--- src/rtl/tod_pkg.sv ---
// Shared types, constants and constant-divide helpers for the time-of-day clock.
// No dependencies; used by every module of the block.
package tod_pkg;

   localparam int TS_W        = 32;   // timestamp width
   localparam int SECS_W      = 23;   // whole seconds in one timestamp span
   localparam int MQ_W        = 17;   // minutes in one span
   localparam int HQ_W        = 11;   // hours in one span
   localparam int CSR_IDX_W   = 8;
   localparam int CSR_DATA_W  = 8;

   localparam int MS_PER_S    = 1000;
   localparam int SEC_PER_MIN = 60;
   localparam int MIN_PER_HR  = 60;
   localparam int HR_PER_DAY  = 24;

   // floor(2^32/1000), floor(2^28/60), floor(2^16/24): estimate is q or q-1
   localparam logic [22:0] RECIP_1000 = 23'd4294967;
   localparam logic [22:0] RECIP_60   = 23'd4473924;
   localparam logic [11:0] RECIP_24   = 12'd2730;

   localparam logic MODE_TICK = 1'b0;
   localparam logic MODE_SET  = 1'b1;

   localparam logic [CSR_IDX_W-1:0] CSR_ALARM_HOUR   = 8'd0;
   localparam logic [CSR_IDX_W-1:0] CSR_ALARM_MINUTE = 8'd1;

   typedef struct packed {
      logic [4:0] hours;
      logic [5:0] minutes;
      logic [5:0] seconds;
   } time_type;

   // item leaving the elapsed-time stage
   typedef struct packed {
      logic              mode;
      time_type          set_time;
      logic [SECS_W-1:0] secs;
   } step_type;

   // item leaving the split pipeline: loaded time or h/m/s to add
   typedef struct packed {
      logic     mode;
      time_type tval;
   } delta_type;

   typedef struct packed {
      logic [MQ_W-1:0] quo;
      logic [5:0]      rem;
   } div60_type;

   function automatic div60_type div60(input logic [SECS_W-1:0] x);
      logic [45:0]       prod;
      logic [MQ_W-1:0]   q;
      logic [SECS_W:0]   q60;
      logic [SECS_W-1:0] r;
      div60_type         res;
      prod = x * RECIP_60;
      q    = prod[28+MQ_W-1:28];
      q60  = {{(SECS_W+1-MQ_W-6){1'b0}}, q, 6'b0} - {{(SECS_W+1-MQ_W-2){1'b0}}, q, 2'b0};
      r    = x - q60[SECS_W-1:0];
      if (r >= SECS_W'(SEC_PER_MIN)) begin
         res.quo = q + MQ_W'(1);
         res.rem = 6'(r - SECS_W'(SEC_PER_MIN));
      end else begin
         res.quo = q;
         res.rem = r[5:0];
      end
      return res;
   endfunction

   function automatic logic [4:0] mod24(input logic [HQ_W-1:0] x);
      logic [22:0]     prod;
      logic [6:0]      q;
      logic [HQ_W-1:0] q24;
      logic [HQ_W-1:0] r;
      prod = x * RECIP_24;
      q    = prod[22:16];
      q24  = HQ_W'({q, 4'b0}) + HQ_W'({q, 3'b0});
      r    = x - q24;
      if (r >= HQ_W'(HR_PER_DAY))
         r = r - HQ_W'(HR_PER_DAY);
      return r[4:0];
   endfunction

endpackage

--- src/rtl/tod_split.sv ---
// Three-stage pipeline that turns a count of seconds into hours (mod 24),
// minutes and seconds. Stateless apart from its stage registers. Uses tod_pkg.
module tod_split import tod_pkg::*; (
   input  logic      clock,
   input  logic      reset,
   input  logic      in_valid,
   output logic      in_ready,
   input  step_type  in_step,
   output logic      out_valid,
   input  logic      out_ready,
   output delta_type out_delta
);

   logic            a_valid_ff, b_valid_ff, c_valid_ff;
   logic            a_mode_ff, b_mode_ff;
   time_type        a_set_ff, b_set_ff;
   logic [5:0]      a_rs_ff, b_rs_ff;
   logic [MQ_W-1:0] a_mq_ff;
   logic [5:0]      b_rm_ff;
   logic [HQ_W-1:0] b_hq_ff;
   delta_type       c_delta_ff, c_delta_in;

   logic      a_adv, b_adv, c_adv;
   div60_type sec_div, min_div;

   assign c_adv    = !c_valid_ff || out_ready;
   assign b_adv    = !b_valid_ff || c_adv;
   assign a_adv    = !a_valid_ff || b_adv;
   assign in_ready = a_adv;

   always_comb begin
      sec_div = div60(in_step.secs);
      min_div = div60({{(SECS_W-MQ_W){1'b0}}, a_mq_ff});

      c_delta_in.mode = b_mode_ff;
      if (b_mode_ff == MODE_SET) begin
         c_delta_in.tval = b_set_ff;
      end else begin
         c_delta_in.tval.hours   = mod24(b_hq_ff);
         c_delta_in.tval.minutes = b_rm_ff;
         c_delta_in.tval.seconds = b_rs_ff;
      end
   end

   always_ff @(posedge clock) begin
      if (reset) begin
         a_valid_ff <= 1'b0;
         b_valid_ff <= 1'b0;
         c_valid_ff <= 1'b0;
      end else begin
         if (a_adv)
            a_valid_ff <= in_valid;
         if (b_adv)
            b_valid_ff <= a_valid_ff;
         if (c_adv)
            c_valid_ff <= b_valid_ff;
      end
   end

   always_ff @(posedge clock) begin
      if (in_valid && a_adv) begin
         a_mode_ff <= in_step.mode;
         a_set_ff  <= in_step.set_time;
         a_rs_ff   <= sec_div.rem;
         a_mq_ff   <= sec_div.quo;
      end
      if (a_valid_ff && b_adv) begin
         b_mode_ff <= a_mode_ff;
         b_set_ff  <= a_set_ff;
         b_rs_ff   <= a_rs_ff;
         b_rm_ff   <= min_div.rem;
         b_hq_ff   <= min_div.quo[HQ_W-1:0];
      end
      if (b_valid_ff && c_adv)
         c_delta_ff <= c_delta_in;
   end

   assign out_valid = c_valid_ff;
   assign out_delta = c_delta_ff;

endmodule

--- config.mk ---
export PLATFORM = sky130hd
export DESIGN_NAME = tod_split
export DESIGN_NICKNAME = d
export VERILOG_FILES = /design/src/rtl/tod_pkg.sv /design/src/rtl/tod_split.sv
export SDC_FILE = /design/constraint.sdc
export NUM_CORES = 1
export LEC_CHECK = 0
export ABC_AREA = 1
export BUFFER_PORTS_ARGS = -buffer_cell sky130_fd_sc_hd__buf_2
export CAP_MARGIN = 20
export CORE_ASPECT_RATIO = 0.6
export CORE_MARGIN = 10
export CORE_UTILIZATION = 57
export CTS_BUF_LIST = sky130_fd_sc_hd__clkbuf_16
export DETAILED_ROUTE_END_ITERATION = 8
export PLACE_DENSITY = 0.72
export SLEW_MARGIN = 5
export SYNTH_ARGS = -nofsm -noshare
export SYNTH_HDL_FRONTEND = slang
export SYNTH_SLANG_ARGS = --single-unit
--- constraint.sdc ---
create_clock -name clock -period 15.6 [get_ports clock]
set_input_delay 3.12 -clock clock [delete_from_list [all_inputs] [get_ports clock]]
set_output_delay 3.12 -clock clock [all_outputs]
set_load 0.05 [all_outputs]
# Word-level counts from Yosys, hierarchy flattened
# Cells that the tools add are included.
# totals
regBits,103
input_bits,45
output_inout_bits,20
word_cells,50
# op_classes
n_addsub,11
multipliers,3
magnitude_cmp,3
mux,4
n_reduce_logical,9
# ops
operator,count
"23-bit by 6-bit greater-or-equal comparator with 1-bit output, second input constant",2
"23-bit by 21-bit multiplier with 43-bit output, second input constant",1
"17-bit by 21-bit multiplier with 38-bit output, second input constant",1
17-bit two-way mux,2
23-bit two-way mux,1
23-bit by 19-bit subtractor with 23-bit output,1
23-bit subtractor,1
"11-bit by 11-bit multiplier with 22-bit output, second input constant",1
18-bit by 19-bit subtractor with 20-bit output,1
18-bit by 14-bit subtractor with 19-bit output,1
"17-bit by 1-bit adder with 17-bit output, second input constant",1
"11-bit by 1-bit adder with 11-bit output, second input constant",1
11-bit by 10-bit adder with 11-bit output,1
"11-bit by 5-bit greater-or-equal comparator with 1-bit output, second input constant",1
11-bit subtractor,1
"6-bit by 3-bit subtractor with 6-bit output, second input constant",1
"6-bit subtractor, second input constant",1
5-bit two-way mux,1
"5-bit subtractor, second input constant",1
1-bit logical AND,3
1-bit zero test,3
1-bit logical OR,3

# Logic depth before layout (Yosys ltp)
# Gate-level depths: netlist of run 1.
# logic_depth
word_depth,6
depth_mapped,44
ltp_nobuf,43

# Worst setup path after synthesis of run 1
# No wires, ideal clock.
# synth_path
path_type,input to register
startpoint,input port in_step[2] (netlist bit)
endpoint,"register a_mq_ff[7], data pin"
setup_time_ns,0.261
arrival_ns,10.108
t_required_ns,15.339
path_slack_ns,5.231
cell_stages,36
path_buffers,1
path_cell_list,ha_1 -> inv_1 -> fa_1 -> inv_1 -> fa_1 -> inv_1 -> fa_1 -> inv_1 -> fa_1 -> ha_1 -> ha_1 -> nand2_1 -> nor2_1 -> nand2_1 -> or3_1 -> o211ai_2 -> a21oi_1 -> xor2_1 -> inv_1 -> fa_1 -> inv_1 -> ha_1 -> nand2_1 -> o21ai_0 -> o21bai_1 -> a21oi_1 -> o21ai_0 -> or2_2 -> nand2_1 -> nor2_1 -> nand2_1 -> nor2_1 -> nand2_2 -> buf_2 -> nand3_1 -> xor2_1
# synth_rtl
item,line_no,source
"start, declared",tod_split.sv:8,"input step_type in_step,"
"end signal, assigned",tod_split.sv:65,a_mq_ff <= sec_div.quo;
"end, declared",tod_split.sv:18,logic [MQ_W-1:0] a_mq_ff;

==> impl_results.html, run 1 <==
<table>
<tr><th>Metric</th><th>Value</th></tr>
<tr><th colspan="2">Synthesis</th></tr>
<tr><td>Mean area per synthesized cell</td><td>~8 sq um</td></tr>
<tr><td>Sequential cell area fraction in the yosys report</td><td>0.1705</td></tr>
<tr><td>Netlist area before placement</td><td>roughly 0.018 sq mm</td></tr>
<tr><td>Number of register bits inferred by synthesis</td><td>103</td></tr>
<tr><td>Post-synthesis instance total</td><td>2251</td></tr>
<tr><td>Total number of yosys warnings</td><td>0</td></tr>
<tr><td>Share of flip-flops with an asynchronous set or reset after synthesis</td><td>0</td></tr>
<tr><td>Number of enable-type register cells in the synthesized netlist</td><td>100</td></tr>
<tr><td>Synth Flop Type</td><td>sky130_fd_sc_hd__edfxtp_1</td></tr>
<tr><td>Count of unique library cells instantiated by Yosys</td><td>58</td></tr>
<tr><td>Post-Syn Nets</td><td>2784</td></tr>
<tr><th colspan="2">Drt</th></tr>
<tr><td>Average detailed-routed wire length per instance</td><td>between 15 and 20 um</td></tr>
<tr><td>DRC viols</td><td>0</td></tr>
<tr><td>Total met2 wirelength after detailed routing</td><td>just under 20000 um</td></tr>
<tr><td>Detailed-routing iteration count for the pre-antenna-repair pass</td><td>8</td></tr>
<tr><td>Post-detailed-route via-to-cell ratio</td><td>5.450</td></tr>
<tr><td>Routed met1 length</td><td>22790 um</td></tr>
<tr><td>Detailed-routed wire length on met3</td><td>4261 um</td></tr>
<tr><td>Number of vias after detailed routing</td><td>14950</td></tr>
<tr><td>Topmost layer with routed signal wires</td><td>met5</td></tr>
<tr><td>Routed wire length</td><td>47120 um</td></tr>
<tr><td>Count of nets left with antenna violations after detail routing</td><td>0</td></tr>
<tr><td>Initial DRC count</td><td>1278</td></tr>
<tr><th colspan="2">Layout</th></tr>
<tr><td>Final net count</td><td>2854</td></tr>
<tr><td>Layout cell share with drive strength beyond 1</td><td>0.08212</td></tr>
<tr><td>Final core area utilization</td><td>0.6142</td></tr>
<tr><td>N_diodes</td><td>0</td></tr>
<tr><td>Area growth syn-to-layout</td><td>6.333%</td></tr>
<tr><th colspan="2">Timing</th></tr>
<tr><td>Final-report max-slew violation count</td><td>0</td></tr>
<tr><td>Setup TNS Final</td><td>0 ns</td></tr>
<tr><td>Unrepaired setup endpoints after global routing</td><td>no</td></tr>
<tr><td>Worst relative slew slack</td><td>0.3352</td></tr>
<tr><td>Final Hold Fails</td><td>0</td></tr>
<tr><td>Least-Margin Pin Slew</td><td>0.9938 ns</td></tr>
<tr><td>Worst Hold Margin</td><td>0.4142 ns</td></tr>
<tr><td>Worst Skew</td><td>approximately 0.010 ns</td></tr>
<tr><td>Number of failing setup endpoints in the final timing report</td><td>0</td></tr>
<tr><td>Period Utilization, post-route</td><td>0.7393</td></tr>
<tr><td>Time the worst path needs with I/O delays and setup</td><td>11.53 ns</td></tr>
<tr><td>Achievable frequency</td><td>86.71 MHz</td></tr>
<tr><th colspan="2">Global route</th></tr>
<tr><td>Vias in the first global route</td><td>15080</td></tr>
<tr><td>Pin count of the biggest net entering global routing</td><td>42</td></tr>
<tr><td>Antenna violations before repair</td><td>2</td></tr>
<tr><td>Global routing usage summed across all routing layers</td><td>0.2439</td></tr>
<tr><td>Total congestion overflow</td><td>0</td></tr>
<tr><td>Global-route wire length before repair</td><td>77370 um</td></tr>
<tr><th colspan="2">Floorplan</th></tr>
<tr><td>IO Pins</td><td>between 60 and 70</td></tr>
<tr><td>Area enclosed by the die boundary</td><td>0.03924 sq mm</td></tr>
<tr><td>Height of the die</td><td>157.5 um</td></tr>
<tr><td>Die span in x</td><td>between 200 and 250 um</td></tr>
<tr><td>Placeable core region</td><td>0.03109 sq mm</td></tr>
<tr><td>Effective utilization at floorplan</td><td>0.5776</td></tr>
<tr><td>Total number of placement rows</td><td>50</td></tr>
<tr><th colspan="2">Critical path</th></tr>
<tr><td>Startpoint Class</td><td>primary input</td></tr>
<tr><td>Type of the worst setup path</td><td>primary input to flop</td></tr>
<tr><td>Most common cell type on the critical path</td><td>sky130_fd_sc_hd__inv_1</td></tr>
<tr><td>Cell count of the worst reg-to-reg path</td><td>36</td></tr>
<tr><td>Data arrival time at the worst-slack endpoint</td><td>11.66 ns</td></tr>
<tr><td>Data required time of the worst path</td><td>around 16 ns</td></tr>
<tr><td>Maximum fanout count along the critical path</td><td>17</td></tr>
<tr><td>Longest individual stage delay on the worst path</td><td>between 0.7 and 0.8 ns</td></tr>
<tr><td>Library cell contributing the largest single delay on the critical path</td><td>sky130_fd_sc_hd__xor2_1</td></tr>
<tr><td>Type of destination of the critical path</td><td>flop</td></tr>
<tr><th colspan="2">CTS</th></tr>
<tr><td>Clock slew at reported path FFs</td><td>0.08 ns</td></tr>
<tr><td>Number of buffers created by CTS</td><td>9</td></tr>
<tr><td>Number of buffers on the longest clock path</td><td>2</td></tr>
<tr><td>H-tree Lvls</td><td>3</td></tr>
<tr><td>Clock tree from TritonCTS</td><td>built</td></tr>
<tr><td>CTS resizes</td><td>0</td></tr>
<tr><td>CTS hold repair buffers</td><td>0</td></tr>
<tr><td>Clock network latency to the later pin of the worst-skew pair</td><td>0.37 ns</td></tr>
<tr><td>CTS root buffer</td><td>sky130_fd_sc_hd__clkbuf_16</td></tr>
<tr><td>Clock sink count</td><td>103</td></tr>
<tr><td>Number of buffers inserted by post-CTS setup repair</td><td>0</td></tr>
<tr><th colspan="2">Place</th></tr>
<tr><td>Half-perimeter wire length after detailed placement</td><td>between 40000 and 50000 um</td></tr>
<tr><td>Routability congestion estimate</td><td>1.040</td></tr>
<tr><td>IO Port Bufs</td><td>64</td></tr>
<tr><th colspan="2">Flow run</th></tr>
<tr><td>Number of maximum-capacitance constraint violations</td><td>0</td></tr>
<tr><th colspan="2">Worst hold path</th></tr>
<tr><td>Type of the most critical hold path</td><td>flop to flop</td></tr>
<tr><td>Hold depth</td><td>0</td></tr>
<tr><th colspan="2">Outcome</th></tr>
<tr><td>Status</td><td>complete, no violations</td></tr>
</table>
final cells by class:
type,instances,area [sq um]
multi-input combinational,1656,13030
fill,2667,12000
sequential,103,3063
inverter,484,1817
tap,416,520.5
timing repair buffer,67,350.3
clock buffer,9,225.2
clock inverter,7,88.84
logic make-up (layout without fill, tap and decap cells):
family                     count (synthesis)  count (layout)  synth area share
xor gates and xnor gates                  90              90           0.04473
DFF                                      103             103            0.1705
and+or+nand+nor                          848             848            0.2151
AOI/OAI and AO/OA                        230             230           0.07427
adders and majority gates                488             488            0.3914
buffers and inverters                    492             567            0.1040
Yosys cell counts, types with 4 or more instances:
library cell	instances	area, sq um
sky130_fd_sc_hd__inv_1	473	1775
sky130_fd_sc_hd__a21oi_1	119	595.6
sky130_fd_sc_hd__nand2_2	47	294.0
sky130_fd_sc_hd__o21bai_1	9	67.56
sky130_fd_sc_hd__ha_1	365	4567
sky130_fd_sc_hd__nand3_2	9	90.09
sky130_fd_sc_hd__xnor2_1	24	210.2
sky130_fd_sc_hd__o21ai_0	56	280.3
sky130_fd_sc_hd__nor2_2	5	31.28
sky130_fd_sc_hd__nand2_1	456	1712
sky130_fd_sc_hd__inv_2	9	33.78
sky130_fd_sc_hd__nand2_4	9	101.4
sky130_fd_sc_hd__or2_2	7	43.79
sky130_fd_sc_hd__nand3_1	74	370.4
sky130_fd_sc_hd__nor3_1	30	150.1
sky130_fd_sc_hd__a21o_1	10	75.07
sky130_fd_sc_hd__xor2_1	64	560.5
sky130_fd_sc_hd__nor4_1	9	56.30
sky130_fd_sc_hd__nand4_1	52	325.3
sky130_fd_sc_hd__nor2_1	132	495.5
sky130_fd_sc_hd__o21ai_1	4	20.02
sky130_fd_sc_hd__edfxtp_1	100	3003
sky130_fd_sc_hd__fa_1	123	2462
worst paths after layout:
path                             startpoint           to  slack [ns]
worst max-delay path             in_step[2]  a_mq_ff[14]        4.07
worst min-delay path            a_set_ff[8]  b_set_ff[8]        0.41
worst min register to register  a_set_ff[8]  b_set_ff[8]        0.41
worst max register to register  a_mq_ff[16]   b_rm_ff[4]        7.08
per-stage QoR:
stage	instance area (sq um)	std cells	worst slack (ns)
6_report	19100	2742	4.067
5_1_grt	19100	2742	3.541
4_1_cts	19080	2741	4.245
3_5_place_dp	18770	2725	3.840
3_3_place_gp	18770	2725	4.055
2_1_floorplan	17960	2251	5.231
state kept, by name, summed over array words and instances (netlist names):
register	cells
out_valid	1
a_mq_ff	17
a_rs_ff	6
b_valid_ff	1
b_rs_ff	6
b_rm_ff	6
a_set_ff	17
b_hq_ff	11
b_set_ff	17
b_mode_ff	1
out_delta	18
a_valid_ff	1
a_mode_ff	1
cell usage in the layout, fill, tap and decap left out, drive strengths merged, types with 2 or more instances in the layout:
cell type | synthesis | final
xor2 | 66 | 66
nor4 | 10 | 10
clkinvlp | 0 | 2
nand3 | 85 | 85
xnor2 | 24 | 24
edfxtp | 100 | 100
nand4 | 52 | 52
o21a | 3 | 3
a311oi | 3 | 3
a221oi | 2 | 2
a21o | 10 | 10
dfxtp | 3 | 3
inv | 482 | 484
o21bai | 11 | 11
nand2 | 512 | 512
or2 | 7 | 7
clkinv | 2 | 5
nand3b | 3 | 3
buf | 5 | 67
o31ai | 2 | 2
fa | 123 | 123
a31oi | 4 | 4
ha | 365 | 365
nor3 | 33 | 33
o2111ai | 2 | 2
a21oi | 123 | 123
a211oi | 2 | 2
o21ai | 60 | 60
nor2 | 140 | 140
and2 | 2 | 2
clkbuf | 3 | 9
o211ai | 4 | 4
routing by layer:
layer  vias to the layer above  track usage
li1                       7434            -
met1                      6921       0.3422
met2                       526       0.3662
met3                        62      0.06732
met4                         2      0.05203
met5                         -     0.005168
critical path: cells and delay by family:
family	cells	cell delay (ns)
AO/OA/AOI/OAI	12	2.28
XOR/XNOR	1	0.77
adder cells (fa/ha/maj)	9	3.73
buffers and inverters	9	0.68
AND/OR/NAND/NOR	7	1.07
Power of run 1 is left out: the tool's default activity adds up to more than one toggle a clock period on the data nets, which glitch-free logic cannot reach.
==> inputs of run 2 (changes only) <==
PLACE_DENSITY = 0.75   (was 0.72)
clock period = 10.1 ns   (was 15.6 ns; I/O delays follow)
==> run 2 against run 1 <==
Effect of this change: non-clock buffer count rose by 26; wire length is 1.2% higher; register-to-register slack got worse by 5.6 ns; sequential cell count unchanged; final cell count is 0.95% higher; design area grew 1.5%; first-iteration DRC count is 4.8% lower; clock-buffer cell count is the same; via count increased by 1.1%; clock skew grew 0.0041 ns; hold slack improved by 0.0029 ns; sequential share of layout area shrank 0.23 points.
==> impl_results.html, run 2 (synthesis gave the netlist of run 1 again) <==
<table>
<tr><th>Metric</th><th>Value</th></tr>
<tr><th colspan="2">CTS</th></tr>
<tr><td>Number of buffers on the longest clock path</td><td>2</td></tr>
<tr><td>Number of buffers created by CTS</td><td>9</td></tr>
<tr><td>Clock slew at reported path FFs</td><td>~0.080 ns</td></tr>
<tr><td>Clock network latency to the later pin of the worst-skew pair</td><td>0.38 ns</td></tr>
<tr><td>Clock tree from TritonCTS</td><td>built</td></tr>
<tr><td>Clock sink count</td><td>103</td></tr>
<tr><td>H-tree Lvls</td><td>3</td></tr>
<tr><td>CTS hold repair buffers</td><td>0</td></tr>
<tr><td>CTS root buffer</td><td>sky130_fd_sc_hd__clkbuf_16</td></tr>
<tr><th colspan="2">Timing</th></tr>
<tr><td>Least-Margin Pin Slew</td><td>1.033 ns</td></tr>
<tr><td>Worst Skew</td><td>0.01431 ns</td></tr>
<tr><td>Final worst slack</td><td>0.4790 ns</td></tr>
<tr><td>Period Utilization, post-route</td><td>0.9526</td></tr>
<tr><td>Worst relative slew slack</td><td>0.3113</td></tr>
<tr><td>Achievable frequency</td><td>just over 100 MHz</td></tr>
<tr><td>Time the worst path needs with I/O delays and setup</td><td>9.621 ns</td></tr>
<tr><td>Number of failing setup endpoints in the final timing report</td><td>0</td></tr>
<tr><td>Final Hold Fails</td><td>0</td></tr>
<tr><td>Setup TNS Final</td><td>0 ns</td></tr>
<tr><td>Worst Hold Margin</td><td>0.4170 ns</td></tr>
<tr><td>Final-report max-slew violation count</td><td>0</td></tr>
<tr><th colspan="2">Critical path</th></tr>
<tr><td>Capturing element of the worst setup path</td><td>a_rs_ff[2]</td></tr>
<tr><td>Longest individual stage delay on the worst path</td><td>0.54 ns</td></tr>
<tr><td>Most common cell type on the critical path</td><td>sky130_fd_sc_hd__inv_1</td></tr>
<tr><td>Library cell contributing the largest single delay on the critical path</td><td>sky130_fd_sc_hd__fa_1</td></tr>
<tr><td>Startpoint Class</td><td>primary input</td></tr>
<tr><td>Data required time of the worst path</td><td>10.22 ns</td></tr>
<tr><td>Type of destination of the critical path</td><td>flop</td></tr>
<tr><td>Worst Path Buf+Inv</td><td>10</td></tr>
<tr><td>Worst reg2reg endpoint</td><td>b_rm_ff[4]</td></tr>
<tr><td>CP delay by family, top</td><td>adder cells</td></tr>
<tr><td>Cell depth of the worst setup path</td><td>37</td></tr>
<tr><td>Maximum fanout count along the critical path</td><td>15</td></tr>
<tr><td>Cell count of the worst reg-to-reg path</td><td>38</td></tr>
<tr><td>Critical register-to-register path startpoint</td><td>a_mq_ff[12]</td></tr>
<tr><td>Worst reg-to-reg setup slack</td><td>around 1.5 ns</td></tr>
<tr><td>Type of the worst setup path</td><td>primary input to flop</td></tr>
<tr><td>Data arrival time at the worst-slack endpoint</td><td>9.75 ns</td></tr>
<tr><td>Critical path startpoint</td><td>in_step[6]</td></tr>
<tr><th colspan="2">Floorplan</th></tr>
<tr><td>Area enclosed by the die boundary</td><td>0.03924 sq mm</td></tr>
<tr><td>Total number of placement rows</td><td>50</td></tr>
<tr><td>Effective utilization at floorplan</td><td>0.5776</td></tr>
<tr><td>Placeable core region</td><td>just over 0.03 sq mm</td></tr>
<tr><td>Height of the die</td><td>157.5 um</td></tr>
<tr><td>Die span in x</td><td>249.2 um</td></tr>
<tr><td>IO Pins</td><td>65</td></tr>
<tr><th colspan="2">Drt</th></tr>
<tr><td>Average detailed-routed wire length per instance</td><td>17.22 um</td></tr>
<tr><td>Post-detailed-route via-to-cell ratio</td><td>approximately 5.5</td></tr>
<tr><td>Count of nets left with antenna violations after detail routing</td><td>0</td></tr>
<tr><td>Detailed-routing iteration count for the pre-antenna-repair pass</td><td>6</td></tr>
<tr><td>Routed wire length</td><td>~48000 um</td></tr>
<tr><td>Initial DRC count</td><td>1217</td></tr>
<tr><td>DRC viols</td><td>0</td></tr>
<tr><td>Number of vias after detailed routing</td><td>15110</td></tr>
<tr><th colspan="2">Outcome</th></tr>
<tr><td>Status</td><td>complete, no violations</td></tr>
<tr><th colspan="2">Place</th></tr>
<tr><td>IO Port Bufs</td><td>64</td></tr>
<tr><td>Post-placement worst setup slack</td><td>-0.2480 ns</td></tr>
<tr><td>Half-perimeter wire length after detailed placement</td><td>between 40000 and 50000 um</td></tr>
<tr><td>Routability congestion estimate</td><td>a little over 1</td></tr>
<tr><td>Post-Place Cells</td><td>between 2000 and 3000</td></tr>
<tr><th colspan="2">Worst hold path</th></tr>
<tr><td>Type of the most critical hold path</td><td>flop to flop</td></tr>
<tr><th colspan="2">Layout</th></tr>
<tr><td>Final net count</td><td>2880</td></tr>
<tr><td>Commonest non-fill, non-tap cells in the layout</td><td>sky130_fd_sc_hd__inv_1 (473), sky130_fd_sc_hd__nand2_1 (455), sky130_fd_sc_hd__ha_1 (365), sky130_fd_sc_hd__nor2_1 (127), sky130_fd_sc_hd__fa_1 (123)</td></tr>
<tr><td>Area growth syn-to-layout</td><td>7.893%</td></tr>
<tr><td>Max reg flops</td><td>18</td></tr>
<tr><td>Non-filler instance count after layout</td><td>2768</td></tr>
<tr><td>N_diodes</td><td>0</td></tr>
<tr><td>Number of fillers in the final layout</td><td>2720</td></tr>
<tr><td>Most common cell after layout, fill and taps aside</td><td>sky130_fd_sc_hd__inv_1</td></tr>
<tr><td>Layout cell share with drive strength beyond 1</td><td>0.09906</td></tr>
<tr><th colspan="2">Global route</th></tr>
<tr><td>Global routing usage summed across all routing layers</td><td>0.2440</td></tr>
<tr><td>Pin count of the biggest net entering global routing</td><td>42</td></tr>
<tr><td>Global-route wire length before repair</td><td>77540 um</td></tr>
<tr><td>Total congestion overflow</td><td>0</td></tr>
<tr><td>Antenna violations before repair</td><td>1</td></tr>
<tr><td>Vias in the first global route</td><td>15030</td></tr>
<tr><th colspan="2">Flow run</th></tr>
<tr><td>Number of maximum-capacitance constraint violations</td><td>0</td></tr>
</table>
==> run 2: changes by cell type in the layout (fill, tap and decap cells not counted), sizes merged <==
cell	delta
buf	+26
clkinv	+1
clkinvlp	-2
inv	+1
==> run 2: worst min-delay path by stage <==
| stage | startpoint | end | cells after the start |
|---|---|---|---|
| floorplan | a_mode_ff | b_mode_ff | 0 |
| global placement | a_set_ff[4] | b_set_ff[4] | 0 |
| detailed placement | a_rs_ff[0] | b_rs_ff[0] | 0 |
| CTS | a_rs_ff[1] | b_rs_ff[1] | 0 |
| global route | a_rs_ff[1] | b_rs_ff[1] | 0 |
| finish | a_rs_ff[1] | b_rs_ff[1] | 0 |
==> run 2: layer usage <==
layer  wire, um  track usage  part of all wire  vias up
met2      19650       0.3695              0.41      535
met1      22890       0.3462              0.48     7012
met3       4458      0.06535             0.094       57
met4        668      0.03823             0.014        0
li1           -            -                 -     7508
met5          0            0                 0        -
==> run 2: what timing repair did <==
action / CTS / global route
buffers inserted: 0 / 1
gates resized for setup: 0 / 21
setup endpoints to repair: 0 / 21
==> run 2: through the flow <==
stage	utilization	area, sq um
after floorplan	-	17960
after global placement	0.6099	18960
after detailed placement	0.6099	18960
after CTS	0.6205	19290
after global routing	0.6232	19380
final	0.6232	19380
==> run 2: area by class of cell <==
cell class	count	area, sq um	area share
clock inverters	7	103.9	0.005359
repair buffers	93	538.0	0.02777
well taps	416	520.5	0.02686
flip-flops and latches	103	3063	0.1581
multi-input cells	1656	13110	0.6766
clock buffers	9	225.2	0.01162
inverters	484	1817	0.09376
Power of run 2 is left out for the same reason.
==> inputs of run 3 (changes only) <==
ABC_AREA = unset   (was 1)
==> run 3 against run 2 <==
Effect of this change: the run now ends with setup timing left; fmax is 5.1% lower; hold slack worse by 0.013 ns; non-clock buffer count is 186 higher; final cell count is 17% lower; sequential share of layout area is 0.30 points lower; core utilization is 8.4 points higher; critical endpoint is now a_mq_ff[15]; largest cell class unchanged.
==> impl_results.html, run 3 <==
<table>
<tr><th>Metric</th><th>Value</th></tr>
<tr><th colspan="2">Timing</th></tr>
<tr><td>Worst relative slew slack</td><td>0.2367</td></tr>
<tr><td>Number of failing setup endpoints in the final timing report</td><td>10</td></tr>
<tr><td>Final-report max-slew violation count</td><td>0</td></tr>
<tr><td>Achievable frequency</td><td>98.65 MHz</td></tr>
<tr><td>Unrepaired setup endpoints after global routing</td><td>yes</td></tr>
<tr><td>Time the worst path needs with I/O delays and setup</td><td>10.14 ns</td></tr>
<tr><td>Least-Margin Pin Slew</td><td>1.137 ns</td></tr>
<tr><td>Setup TNS Final</td><td>-0.2405 ns</td></tr>
<tr><td>Final worst slack</td><td>-0.03651 ns</td></tr>
<tr><td>Worst Skew</td><td>~0.017 ns</td></tr>
<tr><td>Period Utilization, post-route</td><td>1.004</td></tr>
<tr><td>Final Hold Fails</td><td>0</td></tr>
<tr><td>Worst Hold Margin</td><td>slightly above 0.4 ns</td></tr>
<tr><th colspan="2">Layout</th></tr>
<tr><td>Sequential cell area</td><td>between 0.003 and 0.004 sq mm</td></tr>
<tr><td>N_diodes</td><td>0</td></tr>
<tr><td>Most common cell after layout, fill and taps aside</td><td>sky130_fd_sc_hd__ha_1</td></tr>
<tr><td>Final net count</td><td>2469</td></tr>
<tr><td>Post-Layout Inst Area</td><td>0.01975 sq mm</td></tr>
<tr><td>Commonest non-fill, non-tap cells in the layout</td><td>sky130_fd_sc_hd__ha_1 (351), sky130_fd_sc_hd__inv_1 (313), sky130_fd_sc_hd__buf_4 (202), sky130_fd_sc_hd__fa_1 (122), sky130_fd_sc_hd__edfxtp_1 (100)</td></tr>
<tr><td>Area growth syn-to-layout</td><td>20.67%</td></tr>
<tr><td>Multi-input combinational cell area</td><td>0.01266 sq mm</td></tr>
<tr><td>Number of fillers in the final layout</td><td>between 2000 and 2500</td></tr>
<tr><td>Max reg flops</td><td>18</td></tr>
<tr><td>Layout cell share with drive strength beyond 1</td><td>0.2246</td></tr>
<tr><th colspan="2">CTS</th></tr>
<tr><td>Number of buffers created by CTS</td><td>9</td></tr>
<tr><td>Number of buffers on the longest clock path</td><td>2</td></tr>
<tr><td>H-tree Lvls</td><td>3</td></tr>
<tr><td>Clock tree from TritonCTS</td><td>built</td></tr>
<tr><td>Clock slew at reported path FFs</td><td>0.09 ns</td></tr>
<tr><td>Clock network latency to the later pin of the worst-skew pair</td><td>approximately 0.37 ns</td></tr>
<tr><td>Clock sink count</td><td>103</td></tr>
<tr><td>CTS root buffer</td><td>sky130_fd_sc_hd__clkbuf_16</td></tr>
<tr><th colspan="2">Synthesis</th></tr>
<tr><td>Number of enable-type register cells in the synthesized netlist</td><td>100</td></tr>
<tr><td>Count of unique library cells instantiated by Yosys</td><td>~90</td></tr>
<tr><td>Share of flip-flops with an asynchronous set or reset after synthesis</td><td>0</td></tr>
<tr><td>Leading cell types by count after synthesis</td><td>sky130_fd_sc_hd__ha_1 (365), sky130_fd_sc_hd__inv_1 (324), sky130_fd_sc_hd__fa_1 (123), sky130_fd_sc_hd__edfxtp_1 (100), sky130_fd_sc_hd__a21oi_1 (75)</td></tr>
<tr><td>Area fraction of the dominant cell type after synthesis</td><td>0.2791</td></tr>
<tr><td>Synth top area cells</td><td>sky130_fd_sc_hd__ha_1 (28%), sky130_fd_sc_hd__edfxtp_1 (18%), sky130_fd_sc_hd__fa_1 (15%), sky130_fd_sc_hd__inv_1 (7.4%), sky130_fd_sc_hd__xnor2_1 (4.0%)</td></tr>
<tr><td>Mean area per synthesized cell</td><td>9.853 sq um</td></tr>
<tr><td>Number of register bits inferred by synthesis</td><td>between 100 and 150</td></tr>
<tr><td>Total number of yosys warnings</td><td>0</td></tr>
<tr><td>Dominant cell by count in the synthesized netlist</td><td>sky130_fd_sc_hd__ha_1</td></tr>
<tr><td>Post-Syn Nets</td><td>2194</td></tr>
<tr><td>Synth Flop Type</td><td>sky130_fd_sc_hd__edfxtp_1</td></tr>
<tr><td>Sequential cell area fraction in the yosys report</td><td>0.1872</td></tr>
<tr><td>Netlist area before placement</td><td>about 0.016 sq mm</td></tr>
<tr><td>Post-synthesis instance total</td><td>1661</td></tr>
<tr><td>Synth area leader</td><td>sky130_fd_sc_hd__ha_1</td></tr>
<tr><th colspan="2">Global route</th></tr>
<tr><td>Total congestion overflow</td><td>0</td></tr>
<tr><td>Global-route wire length before repair</td><td>71010 um</td></tr>
<tr><td>Antenna violations before repair</td><td>0</td></tr>
<tr><td>Pin count of the biggest net entering global routing</td><td>42</td></tr>
<tr><td>Vias in the first global route</td><td>between 10000 and 15000</td></tr>
<tr><td>Global routing usage summed across all routing layers</td><td>0.2495</td></tr>
<tr><th colspan="2">Critical path</th></tr>
<tr><td>Type of destination of the critical path</td><td>flop</td></tr>
<tr><td>Most common cell type on the critical path</td><td>sky130_fd_sc_hd__fa_1</td></tr>
<tr><td>Library cell contributing the largest single delay on the critical path</td><td>sky130_fd_sc_hd__fa_1</td></tr>
<tr><td>Data arrival time at the worst-slack endpoint</td><td>10.24 ns</td></tr>
<tr><td>Startpoint Class</td><td>primary input</td></tr>
<tr><td>Longest individual stage delay on the worst path</td><td>0.57 ns</td></tr>
<tr><td>Maximum fanout count along the critical path</td><td>7</td></tr>
<tr><td>Data required time of the worst path</td><td>10.20 ns</td></tr>
<tr><td>Type of the worst setup path</td><td>primary input to flop</td></tr>
<tr><th colspan="2">Place</th></tr>
<tr><td>Standard cell area after detailed placement</td><td>0.01874 sq mm</td></tr>
<tr><td>Half-perimeter wire length after detailed placement</td><td>37910 um</td></tr>
<tr><td>Routability congestion estimate</td><td>0.9942</td></tr>
<tr><td>IO Port Bufs</td><td>64</td></tr>
<tr><td>Post-placement worst setup slack</td><td>-0.5695 ns</td></tr>
<tr><th colspan="2">Outcome</th></tr>
<tr><td>Status</td><td>finished, violations left</td></tr>
<tr><td>Violated checks</td><td>setup timing</td></tr>
<tr><th colspan="2">Drt</th></tr>
<tr><td>Initial DRC count</td><td>1284</td></tr>
<tr><td>DRC viols</td><td>0</td></tr>
<tr><td>Detailed-routing iteration count for the pre-antenna-repair pass</td><td>5</td></tr>
<tr><td>Count of nets left with antenna violations after detail routing</td><td>0</td></tr>
<tr><td>Average detailed-routed wire length per instance</td><td>19.68 um</td></tr>
<tr><td>Number of vias after detailed routing</td><td>13370</td></tr>
<tr><td>Routed wire length</td><td>~45000 um</td></tr>
<tr><td>Post-detailed-route via-to-cell ratio</td><td>5.795</td></tr>
<tr><th colspan="2">Floorplan</th></tr>
<tr><td>Effective utilization at floorplan</td><td>0.5859</td></tr>
<tr><td>Placeable core region</td><td>between 0.02 and 0.03 sq mm</td></tr>
<tr><td>IO Pins</td><td>65</td></tr>
<tr><td>Height of the die</td><td>151.3 um</td></tr>
<tr><td>Die span in x</td><td>238.8 um</td></tr>
<tr><td>Total number of placement rows</td><td>47</td></tr>
<tr><td>Area enclosed by the die boundary</td><td>0.03611 sq mm</td></tr>
<tr><th colspan="2">Worst hold path</th></tr>
<tr><td>Type of the most critical hold path</td><td>flop to flop</td></tr>
<tr><th colspan="2">Flow run</th></tr>
<tr><td>Number of maximum-capacitance constraint violations</td><td>0</td></tr>
</table>
==> run 3: repair_timing <==
item | in CTS | in global routing
hold buffers | 0 | 0
pin swaps | 2 | 46
resized for setup | 5 | 93
gates cloned | 0 | 3
setup buffers | 1 | 22
endpoints found under the setup margin | 18 | 35
==> run 3: worst max-delay path, delay by kind of cell <==
kind	cells	cell delay [ns]
xor gates and xnor gates	2	0.32
AOI/OAI and AO/OA	13	2.47
muxes	1	0.36
adders and majority gates	9	3.51
and+or+nand+nor	2	0.70
buffers and inverters	9	0.83
==> run 3: final timing paths <==
kind / slack, ns / to / cells past startpoint / from
max: -0.04 / a_mq_ff[15] / 36 / in_step[6]
min: 0.40 / b_rs_ff[3] / 0 / a_rs_ff[3]
max reg2reg: 0.33 / b_hq_ff[4] / 32 / a_mq_ff[16]
min reg2reg: 0.40 / b_rs_ff[3] / 0 / a_rs_ff[3]
==> run 3: layout make-up <==
| cell class | count | share of cell area |
|---|---|---|
| clock inverter | 7 | 0.004879 |
| inverter | 326 | 0.06235 |
| multi-input combinational | 1217 | 0.6410 |
| sequential | 103 | 0.1551 |
| timing repair buffer | 279 | 0.1020 |
| tap | 367 | 0.02325 |
| clock buffer | 9 | 0.01140 |
==> run 3: through the flow <==
stage | cells | utilization
final | 2308 | 0.7070
after global placement | 2266 | 0.6710
after floorplan | 1661 | -
after CTS | 2283 | 0.6835
after detailed placement | 2266 | 0.6710
after global routing | 2308 | 0.7070
==> run 3: cells by family (layout without fill, tap and decap cells) <==
kind of cell / after synthesis / count (layout) / synth area share
and+or+nand+nor: 286 / 286 / 0.09304
DFF: 103 / 103 / 0.1872
AOI/OAI and AO/OA: 310 / 310 / 0.1348
xor gates and xnor gates: 104 / 105 / 0.05657
buffers and inverters: 342 / 621 / 0.08020
adders and majority gates: 493 / 493 / 0.4326
muxes: 23 / 23 / 0.01560
==> run 3: layer usage <==
layer	global-route usage	wire length, um	vias up
met1	0.3786	22390	6428
met2	0.3468	18010	545
met5	0	51	-
li1	-	-	6364
met4	0.02584	328	2
met3	0.07603	4625	35
Power of run 3 is left out for the same reason.
